==> src/sv/ucdc_pkg.sv <==
package ucdc_pkg;

    // Default size of the per-interface alternate setting table.
    localparam int MAX_INTERFACES_DEFAULT = 32;

    // Descriptor type codes and length limits.
    localparam logic [7:0] DESC_INTERFACE      = 8'h04;
    localparam logic [7:0] DESC_ENDPOINT       = 8'h05;
    localparam logic [7:0] MIN_LENGTH          = 8'd2;
    localparam logic [7:0] INTERFACE_LENGTH    = 8'd9;
    localparam logic [7:0] ENDPOINT_MIN_LENGTH = 8'd7;
    localparam logic [7:0] ALT_LIMIT           = 8'hFF;

    // Byte positions of interest inside the configuration header.
    localparam logic [7:0] HDR_POS_LENGTH     = 8'd0;
    localparam logic [7:0] HDR_POS_TYPE       = 8'd1;
    localparam logic [7:0] HDR_POS_INTERFACES = 8'd4;
    localparam logic [7:0] HDR_POS_LAST       = 8'd8;

    // Byte positions inside a chained descriptor.
    localparam logic [7:0] POS_LENGTH = 8'd0;
    localparam logic [7:0] POS_TYPE   = 8'd1;
    localparam logic [7:0] POS_FIELD  = 8'd2;
    localparam logic [7:0] POS_ALT    = 8'd3;

    // Record queue between the parser and the output stage.
    localparam int QUEUE_DEPTH = 2;
    localparam int QPTR_W      = (QUEUE_DEPTH > 1) ? $clog2(QUEUE_DEPTH) : 1;
    localparam int QCNT_W      = $clog2(QUEUE_DEPTH + 1);

    typedef enum logic [2:0] {
        KIND_HEADER         = 3'd0,
        KIND_INTERFACE      = 3'd1,
        KIND_ENDPOINT       = 3'd2,
        KIND_EXTRA_ATTACHED = 3'd3,
        KIND_EXTRA_IGNORED  = 3'd4,
        KIND_ERROR          = 3'd5
    } kind_t;

    typedef enum logic [2:0] {
        ERR_NONE         = 3'd0,
        ERR_SHORT_HEADER = 3'd1,
        ERR_BAD_LENGTH   = 3'd2,
        ERR_IFACE_SIZE   = 3'd3,
        ERR_NUM_RANGE    = 3'd4,
        ERR_ALT_ORDER    = 3'd5,
        ERR_ENDPOINT     = 3'd6,
        ERR_CAPACITY     = 3'd7
    } err_t;

    typedef enum logic [1:0] {
        PH_HEADER = 2'd0,
        PH_WALK   = 2'd1,
        PH_FAILED = 2'd2
    } phase_t;

    typedef struct packed {
        kind_t      kind;
        err_t       code;
        logic [7:0] dtype;
        logic [7:0] dlen;
        logic [7:0] ifnum;
        logic [7:0] alt;
        logic [7:0] ep;
        logic [7:0] icount;
        logic       stream_end;
    } rec_t;

endpackage

==> src/sv/ucdc_front.sv <==
module ucdc_front #(
    parameter int MAX_INTERFACES = ucdc_pkg::MAX_INTERFACES_DEFAULT
) (
    input  logic             clk,
    input  logic             rst_n,
    input  logic             byte_valid,
    input  logic [7:0]       data_byte,
    input  logic             last_byte,
    input  logic             space,
    output logic             byte_ready,
    output logic             push,
    output ucdc_pkg::rec_t   rec
);

    localparam int IDX_W = (MAX_INTERFACES > 1) ? $clog2(MAX_INTERFACES) : 1;
    localparam logic [8:0] MAX_IF = 9'(MAX_INTERFACES);

    ucdc_pkg::phase_t phase_reg, phase_next;
    logic [7:0] pos_reg, pos_next;
    logic [7:0] len_reg, len_next;
    logic [7:0] type_reg, type_next;
    logic [7:0] held_reg, held_next;
    logic [7:0] decl_reg, decl_next;
    logic       open_reg, open_next;
    logic [7:0] iface_reg, iface_next;
    logic [7:0] alt_reg, alt_next;
    logic [MAX_INTERFACES-1:0] cnt_vld_reg, cnt_vld_next;
    logic       cnt_rd_vld_reg, cnt_rd_vld_next;
    logic [7:0] cnt_rd_reg;
    logic [7:0] cnt_mem [MAX_INTERFACES];

    logic             accept;
    logic             emit;
    logic [7:0]       len_eff;
    logic [7:0]       type_cur;
    logic [7:0]       type_new;
    logic [7:0]       held_new;
    logic [7:0]       alt_cur;
    logic             finished;
    logic             short_fail;
    logic             alt_commit;
    logic             mem_re;
    logic [IDX_W-1:0] idx_in;
    logic [IDX_W-1:0] idx_held;
    ucdc_pkg::err_t   walk_err;

    // A beat is taken whenever the record queue has room.
    assign byte_ready = space;
    assign accept     = byte_valid & space;
    assign push       = accept & emit;

    // Values seen by the current byte of a chained descriptor.
    assign len_eff    = (pos_reg == ucdc_pkg::POS_LENGTH) ? data_byte : len_reg;
    assign type_cur   = (pos_reg == ucdc_pkg::POS_LENGTH) ? 8'd0 : type_reg;
    assign type_new   = (pos_reg == ucdc_pkg::POS_TYPE) ? data_byte : type_cur;
    assign finished   = ({1'b0, pos_reg} + 9'd1) >= {1'b0, len_eff};
    assign short_fail = last_byte & ~finished;
    assign alt_cur    = cnt_rd_vld_reg ? cnt_rd_reg : 8'd0;
    assign idx_in     = data_byte[IDX_W-1:0];
    assign idx_held   = held_reg[IDX_W-1:0];

    // The field byte is kept for interfaces and endpoints, and dropped at each new descriptor.
    always_comb
    begin
        held_new = held_reg;
        if (pos_reg == ucdc_pkg::POS_LENGTH)
        begin
            held_new = 8'd0;
        end
        else if (pos_reg == ucdc_pkg::POS_FIELD &&
                 (type_cur == ucdc_pkg::DESC_INTERFACE || type_cur == ucdc_pkg::DESC_ENDPOINT))
        begin
            held_new = data_byte;
        end
    end

    // Checks on one byte of a chained descriptor, in order of precedence.
    always_comb
    begin
        walk_err = ucdc_pkg::ERR_NONE;
        if (pos_reg == ucdc_pkg::POS_LENGTH && data_byte < ucdc_pkg::MIN_LENGTH)
        begin
            walk_err = ucdc_pkg::ERR_BAD_LENGTH;
        end
        else if (short_fail)
        begin
            walk_err = ucdc_pkg::ERR_BAD_LENGTH;
        end
        else if (pos_reg == ucdc_pkg::POS_TYPE)
        begin
            if (data_byte == ucdc_pkg::DESC_INTERFACE && len_reg != ucdc_pkg::INTERFACE_LENGTH)
            begin
                walk_err = ucdc_pkg::ERR_IFACE_SIZE;
            end
            else if (data_byte == ucdc_pkg::DESC_ENDPOINT &&
                     (!open_reg || len_reg < ucdc_pkg::ENDPOINT_MIN_LENGTH))
            begin
                walk_err = ucdc_pkg::ERR_ENDPOINT;
            end
        end
        else if (pos_reg == ucdc_pkg::POS_FIELD && type_cur == ucdc_pkg::DESC_INTERFACE)
        begin
            if (data_byte >= decl_reg)
            begin
                walk_err = ucdc_pkg::ERR_NUM_RANGE;
            end
            else if ({1'b0, data_byte} >= MAX_IF)
            begin
                walk_err = ucdc_pkg::ERR_CAPACITY;
            end
        end
        else if (pos_reg == ucdc_pkg::POS_ALT && type_cur == ucdc_pkg::DESC_INTERFACE)
        begin
            if (alt_cur != data_byte)
            begin
                walk_err = ucdc_pkg::ERR_ALT_ORDER;
            end
            else if (alt_cur == ucdc_pkg::ALT_LIMIT)
            begin
                walk_err = ucdc_pkg::ERR_CAPACITY;
            end
        end
    end

    // An interface opens when its alternate setting byte passes the checks.
    assign alt_commit = (phase_reg == ucdc_pkg::PH_WALK) && (pos_reg == ucdc_pkg::POS_ALT) &&
                        (type_cur == ucdc_pkg::DESC_INTERFACE) &&
                        (walk_err == ucdc_pkg::ERR_NONE);

    // The counter is fetched on the interface number byte, one byte ahead of its use.
    assign mem_re = accept && (phase_reg == ucdc_pkg::PH_WALK) &&
                    (pos_reg == ucdc_pkg::POS_FIELD) && (type_cur == ucdc_pkg::DESC_INTERFACE);

    // Next phase.
    always_comb
    begin
        phase_next = phase_reg;
        if (accept)
        begin
            case (phase_reg)
                ucdc_pkg::PH_HEADER:
                begin
                    if (pos_reg >= ucdc_pkg::HDR_POS_LAST)
                    begin
                        phase_next = ucdc_pkg::PH_WALK;
                    end
                end
                ucdc_pkg::PH_WALK:
                begin
                    if (walk_err != ucdc_pkg::ERR_NONE)
                    begin
                        phase_next = ucdc_pkg::PH_FAILED;
                    end
                end
                ucdc_pkg::PH_FAILED:
                begin
                    phase_next = ucdc_pkg::PH_FAILED;
                end
                default:
                begin
                    phase_next = ucdc_pkg::PH_HEADER;
                end
            endcase
            // Every last byte starts a fresh stream.
            if (last_byte)
            begin
                phase_next = ucdc_pkg::PH_HEADER;
            end
        end
    end

    // Record built for the current byte.
    always_comb
    begin
        emit           = 1'b0;
        rec.kind       = ucdc_pkg::KIND_ERROR;
        rec.code       = ucdc_pkg::ERR_NONE;
        rec.dtype      = type_reg;
        rec.dlen       = len_reg;
        rec.ifnum      = 8'd0;
        rec.alt        = 8'd0;
        rec.ep         = 8'd0;
        rec.icount     = decl_reg;
        rec.stream_end = last_byte;
        case (phase_reg)
            ucdc_pkg::PH_HEADER:
            begin
                if (pos_reg >= ucdc_pkg::HDR_POS_LAST)
                begin
                    emit     = 1'b1;
                    rec.kind = ucdc_pkg::KIND_HEADER;
                end
                else if (last_byte)
                begin
                    emit     = 1'b1;
                    rec.code = ucdc_pkg::ERR_SHORT_HEADER;
                    if (pos_reg == ucdc_pkg::HDR_POS_LENGTH)
                    begin
                        rec.dlen = data_byte;
                    end
                    if (pos_reg == ucdc_pkg::HDR_POS_TYPE)
                    begin
                        rec.dtype = data_byte;
                    end
                    if (pos_reg == ucdc_pkg::HDR_POS_INTERFACES)
                    begin
                        rec.icount = data_byte;
                    end
                end
            end
            ucdc_pkg::PH_WALK:
            begin
                rec.dlen = len_eff;
                if (walk_err != ucdc_pkg::ERR_NONE)
                begin
                    emit      = 1'b1;
                    rec.code  = walk_err;
                    rec.dtype = short_fail ? type_cur : type_new;
                    rec.ifnum = open_reg ? iface_reg : 8'd0;
                    rec.alt   = open_reg ? alt_reg : 8'd0;
                end
                else if (finished)
                begin
                    emit      = 1'b1;
                    rec.dtype = type_new;
                    rec.ifnum = open_next ? iface_next : 8'd0;
                    rec.alt   = open_next ? alt_next : 8'd0;
                    if (type_new == ucdc_pkg::DESC_INTERFACE)
                    begin
                        rec.kind = ucdc_pkg::KIND_INTERFACE;
                    end
                    else if (type_new == ucdc_pkg::DESC_ENDPOINT)
                    begin
                        rec.kind = ucdc_pkg::KIND_ENDPOINT;
                        rec.ep   = held_new;
                    end
                    else if (open_next)
                    begin
                        rec.kind = ucdc_pkg::KIND_EXTRA_ATTACHED;
                    end
                    else
                    begin
                        rec.kind = ucdc_pkg::KIND_EXTRA_IGNORED;
                    end
                end
            end
            default:
            begin
                emit = 1'b0;
            end
        endcase
    end

    // Open interface follows a successful alternate setting byte.
    always_comb
    begin
        open_next  = open_reg;
        iface_next = iface_reg;
        alt_next   = alt_reg;
        if (alt_commit)
        begin
            open_next  = 1'b1;
            iface_next = held_reg;
            alt_next   = data_byte;
        end
    end

    // Next values of the stream state.
    always_comb
    begin
        pos_next        = pos_reg;
        len_next        = len_reg;
        type_next       = type_reg;
        held_next       = held_reg;
        decl_next       = decl_reg;
        cnt_vld_next    = cnt_vld_reg;
        cnt_rd_vld_next = cnt_rd_vld_reg;
        if (accept)
        begin
            if (phase_reg == ucdc_pkg::PH_HEADER)
            begin
                if (pos_reg >= ucdc_pkg::HDR_POS_LAST)
                begin
                    pos_next  = 8'd0;
                    len_next  = 8'd0;
                    type_next = 8'd0;
                end
                else
                begin
                    pos_next = pos_reg + 8'd1;
                    if (pos_reg == ucdc_pkg::HDR_POS_LENGTH)
                    begin
                        len_next = data_byte;
                    end
                    if (pos_reg == ucdc_pkg::HDR_POS_TYPE)
                    begin
                        type_next = data_byte;
                    end
                    if (pos_reg == ucdc_pkg::HDR_POS_INTERFACES)
                    begin
                        decl_next = data_byte;
                    end
                end
            end
            else if (phase_reg == ucdc_pkg::PH_WALK && walk_err == ucdc_pkg::ERR_NONE)
            begin
                len_next  = len_eff;
                type_next = type_new;
                held_next = held_new;
                pos_next  = finished ? 8'd0 : pos_reg + 8'd1;
                if (alt_commit)
                begin
                    cnt_vld_next[idx_held] = 1'b1;
                end
            end
            if (mem_re)
            begin
                cnt_rd_vld_next = cnt_vld_reg[idx_in];
            end
            // The last byte returns everything but the counter read state to the start of a stream.
            if (last_byte)
            begin
                pos_next     = 8'd0;
                len_next     = 8'd0;
                type_next    = 8'd0;
                held_next    = 8'd0;
                decl_next    = 8'd0;
                cnt_vld_next = '0;
            end
        end
    end

    // Stream state registers.
    always_ff @(posedge clk or negedge rst_n)
    begin
        if (!rst_n)
        begin
            phase_reg      <= ucdc_pkg::PH_HEADER;
            pos_reg        <= 8'd0;
            len_reg        <= 8'd0;
            type_reg       <= 8'd0;
            held_reg       <= 8'd0;
            decl_reg       <= 8'd0;
            open_reg       <= 1'b0;
            iface_reg      <= 8'd0;
            alt_reg        <= 8'd0;
            cnt_vld_reg    <= '0;
            cnt_rd_vld_reg <= 1'b0;
        end
        else
        begin
            phase_reg      <= phase_next;
            pos_reg        <= pos_next;
            len_reg        <= len_next;
            type_reg       <= type_next;
            held_reg       <= held_next;
            decl_reg       <= decl_next;
            cnt_vld_reg    <= cnt_vld_next;
            cnt_rd_vld_reg <= cnt_rd_vld_next;
            if (accept && last_byte)
            begin
                open_reg  <= 1'b0;
                iface_reg <= 8'd0;
                alt_reg   <= 8'd0;
            end
            else if (accept)
            begin
                open_reg  <= open_next;
                iface_reg <= iface_next;
                alt_reg   <= alt_next;
            end
        end
    end

    // Alternate setting counters; an entry whose valid bit is clear reads as zero.
    always_ff @(posedge clk)
    begin
        if (accept && alt_commit)
        begin
            cnt_mem[idx_held] <= data_byte + 8'd1;
        end
        if (mem_re)
        begin
            cnt_rd_reg <= cnt_mem[idx_in];
        end
    end

endmodule

==> config.mk <==
export PLATFORM = sky130hd
export DESIGN_NAME = ucdc_front
export DESIGN_NICKNAME = d
export VERILOG_FILES = /design/src/sv/ucdc_pkg.sv /design/src/sv/ucdc_front.sv
export SDC_FILE = /design/constraint.sdc
export NUM_CORES = 1
export LEC_CHECK = 0
export BUFFER_PORTS_ARGS = -buffer_cell sky130_fd_sc_hd__buf_2
export CORE_MARGIN = 4
export CORE_UTILIZATION = 35
export DETAILED_ROUTE_END_ITERATION = 16
export GPL_ROUTABILITY_DRIVEN = 0
export PLACE_DENSITY_LB_ADDON = 0.08
export REMOVE_ABC_BUFFERS = 1
export SLEW_MARGIN = 20
export SYNTH_ARGS = -nofsm -noshare
export SYNTH_HDL_FRONTEND = slang
export SYNTH_SLANG_ARGS = --single-unit
==> constraint.sdc <==
create_clock -name clk -period 13.7 [get_ports clk]
set_input_delay 2.74 -clock clk [delete_from_list [all_inputs] [get_ports clk]]
set_output_delay 2.74 -clock clk [all_outputs]
set_load 0.01 [all_outputs]
==> parameters.txt <==
Parameter                              Value

Run status
  Status ... complete, no violations

Floorplanning
  Core Area ... 46,560 um^2
  Initial cell density of the core ... 0.3535
  Die height ... 224.9 um
  FP Rows ... 79
  Io pins ... 70
  Horizontal die dimension ... 224.9 um
  Total die area ... 50,560 um^2

Yosys
  Post-synth design cell area ... 16,460 um^2
  Main combinational cell family by area after synthesis ... multiplexers
  Complex-gate fraction of the synthesized area ... 0.1029
  Synth Register Bits ... 356
  Post-Synthesis Cells ... 1,144
  Share of synthesized area occupied by flip-flops and latches ... 0.6216
  Mean cell area of the mapped netlist ... 14.39 um^2
  Share of synthesized cell area in and, or, nand and nor gates ... 0.08492
  Arithmetic-cell share of the synthesized area counting full adders, half adders and majority gates ... 0.01901
  Most common flop cell mapped by yosys ... sky130_fd_sc_hd__edfxtp_1
  Post-synthesis xor/xnor area fraction ... 0.008515
  Async set or reset register ratio after synthesis ... 0.2584
  Number of enable-type register cells in the synthesized netlist ... 264
  Number of distinct library cell variants in the gate-level netlist after synthesis ... 71
  Count of synthesis-stage warnings from yosys ... 0
  Proportion of synthesized area in mux cells ... 0.1378

Timing
  Final Max Slew Viols ... 0
  Final count of negative-setup-slack endpoints ... 0
  Headroom to the max-slew limit ... 0.3410
  Setup repair after global routing missed its margin ... false
  Hold slack final ... 476.2 ps
  Final setup margin ... 4250 ps
  Final period util ... 0.6898
  Period minus WS final ... 9450 ps
  Skew final ... 20.40 ps
  Count of endpoints failing hold in the final timing report ... 0
  Summed negative setup slack over all endpoints ... 0 ps
  Actual transition at the worst max-transition pin ... 983.2 ps
  Maximum clock frequency ... 105.8 MHz

Clock network
  CTS Buf Count ... 42
  Number of instances resized during post-cts repair ... 0
  Number of setup buffers added after CTS ... 0
  Source-to-sink clock delay at the later pin of the worst-skew pair ... 570 ps
  CTS clock-pin slew for the worst setup and hold paths ... 50 ps
  Clock Sink Count ... 356
  H-tree Lvls ... 2
  Root buf cell ... sky130_fd_sc_hd__clkbuf_16
  CTS tree ... done
  Clock buffer depth ... 3
  Hold-fix buffers at CTS ... 0

Global route
  GRT Overall Usage ... 0.1748
  Initial antenna violation count ... 0
  Pin count of the biggest net entering global routing ... 68
  Total congestion overflow ... 0
  First-pass GRT wire length ... 67,110 um
  Via count of the first global-routing pass ... 10,030

Flow run
  Max-cap check violation count ... 0

Layout
  Multi-input combinational cell area ... 5883 um^2
  Area of all placed cells without fillers ... 18,790 um^2
  Largest register FFs ... 256
  Highest-count cells in the layout ignoring fill and taps ... sky130_fd_sc_hd__edfxtp_1 (264), sky130_fd_sc_hd__nand2_1 (110), sky130_fd_sc_hd__dfrtp_1 (92), sky130_fd_sc_hd__mux4_2 (90), sky130_fd_sc_hd__o21ai_0 (84)
  # diodes ... 0
  Most common cell after layout, fill and taps aside ... sky130_fd_sc_hd__edfxtp_1
  Area growth from synthesis to layout ... 14.19%
  Final-stage net count ... 1,234
  Count of fill cells added during filler insertion ... 4,339
  Fraction of final layout cells sized beyond drive strength 1 ... 0.2339
  Area taken by flip-flops and latches ... 10,230 um^2

Setup path
  Flop-to-flop setup slack ... 7420 ps
  Crit. End Element ... output port
  Critical path startpoint category ... input pin
  Levels on crit path ... 13
  CP Max Fanout ... 39
  Start-to-end type of the worst setup path ... input pin to output port
  R2R cell count ... 15
  Launch point of the critical path ... data_byte[2]
  Last element of the critical path ... rec[54]
  WP buf/inv ... 3
  Destination of the worst register-to-register timing path ... cnt_mem[15][6]
  Crit path arrival time ... 6710 ps
  Ordered cell list for the critical path ... buf_2, buf_4, mux2i_1, ha_1, a21o_1, a31oi_1, o22ai_1, a21oi_1, a21o_1, or3_1, a211oi_1, o21ai_0, buf_2
  Worst r2r src ... pos_reg[5]
  CP delay by family, top ... compound AO/OA/AOI/OAI gates
  CP max stage cell ... sky130_fd_sc_hd__a21oi_1
  Peak per-stage delay on the critical path ... 770 ps
  Critical path data required time ... 10,960 ps

Route
  Detailed router's first-iteration violation count ... 729
  Average detailed-routed wire length per instance ... 24.21 um
  Routed Wire Length ... 44,410 um
  Vias ... 10,100
  Number of iterations in the first detailed-routing pass ... 5
  ANT nets after route ... 0
  Drt drc ... 0
  Vias per inst ... 5.509

Worst hold path
  Type of the tightest min-delay check ... flip-flop to flip-flop
  Beginning of the worst hold path ... cnt_vld_reg[29]

Power and ir drop
  Power per cell area ... 151.7 nW/um^2
  VDD IR max ... 0.0001329 V
  Design Power ... 2.852 mW
  Static power due to leakage ... 6.626 nW

Placed design
  Number of buffers inserted by port buffering ... 69
  Post-Place Setup Slack ... 4277 ps
  Total half-perimeter wirelength after legalization and detailed placement ... 28,000 um
  Total placed instance area ... 17,460 um^2
==> stage by stage <==
stage,utilization,instances
final,0.4037,1834
after detailed placement,0.3749,1759
after CTS,0.4036,1834
after global placement,0.3749,1759
after global routing,0.4037,1834
after floorplan,-,1063
==> worst min-delay path by stage <==
stage | end | slack [ps] | cells after the start
final | cnt_vld_reg[29] | 480 | 2
after global routing | cnt_vld_reg[8] | 500 | 2
after CTS | cnt_vld_reg[29] | 480 | 2
after detailed placement | cnt_vld_reg[29] | 470 | 2
after global placement | cnt_vld_reg[15] | 460 | 2
after floorplan | cnt_vld_reg[10] | 440 | 2
==> cells by family after synthesis <==
kind of cell	count (synthesis)
fa+ha+maj	25
flops	356
mux	112
buf+inv	103
xor+xnor	16
simple gates	288
compound gates	244
==> worst min-delay path, cell delays in order, from the launching register on <==
cell and delay, ps:
sky130_fd_sc_hd__dfrtp_1 340, sky130_fd_sc_hd__nand2_1 50, sky130_fd_sc_hd__o21ai_0 60
==> power breakdown <==
part           leakage (nW)  switching [mW]  internal, mW  total, mW
Sequential             3.62          0.0402          1.20       1.24
Combinational          2.36           0.343         0.188      0.530
Clock                 0.646           0.453         0.631       1.08
Total                  6.63           0.836          2.02       2.85
==> layer usage <==
metal  track usage  share of wire  vias to the layer above
met5             0              0                        -
met4       0.04466          0.019                        0
met3       0.03354          0.053                       63
met2        0.2677           0.45                      244
met1        0.2586           0.47                     5224
li1              -              -                     4572
==> synth_stat cells (9+ instances only) <==
master | number | area, um^2
sky130_fd_sc_hd__a22oi_1 | 21 | 157.7
sky130_fd_sc_hd__nor2_1 | 62 | 232.7
sky130_fd_sc_hd__inv_1 | 22 | 82.58
sky130_fd_sc_hd__o31ai_1 | 12 | 90.09
sky130_fd_sc_hd__ha_1 | 25 | 312.8
sky130_fd_sc_hd__buf_1 | 14 | 52.55
sky130_fd_sc_hd__clkbuf_1 | 57 | 214.0
sky130_fd_sc_hd__and3_1 | 12 | 75.07
sky130_fd_sc_hd__o21ai_0 | 84 | 420.4
sky130_fd_sc_hd__nand3_1 | 28 | 140.1
sky130_fd_sc_hd__a22o_1 | 45 | 394.1
sky130_fd_sc_hd__edfxtp_1 | 264 | 7928
sky130_fd_sc_hd__a21oi_2 | 9 | 78.83
sky130_fd_sc_hd__nand2b_1 | 12 | 75.07
sky130_fd_sc_hd__mux2_2 | 17 | 191.4
sky130_fd_sc_hd__o22ai_1 | 9 | 56.30
sky130_fd_sc_hd__nor3_1 | 15 | 75.07
sky130_fd_sc_hd__a21oi_1 | 12 | 60.06
sky130_fd_sc_hd__dfrtp_1 | 92 | 2302
sky130_fd_sc_hd__mux4_2 | 90 | 2027
sky130_fd_sc_hd__nand2_1 | 111 | 416.7
==> cell type report <==
type                    instances  area share
multi-input cells             685      0.3130
inverters                      22    0.004394
repair buffers                 89     0.02696
well taps                     607     0.04041
clock buffers                  58     0.06131
flip-flops and latches        356      0.5443
clock inverters                17    0.009587
No activity file was read; power rests on OpenSTA's default activity.
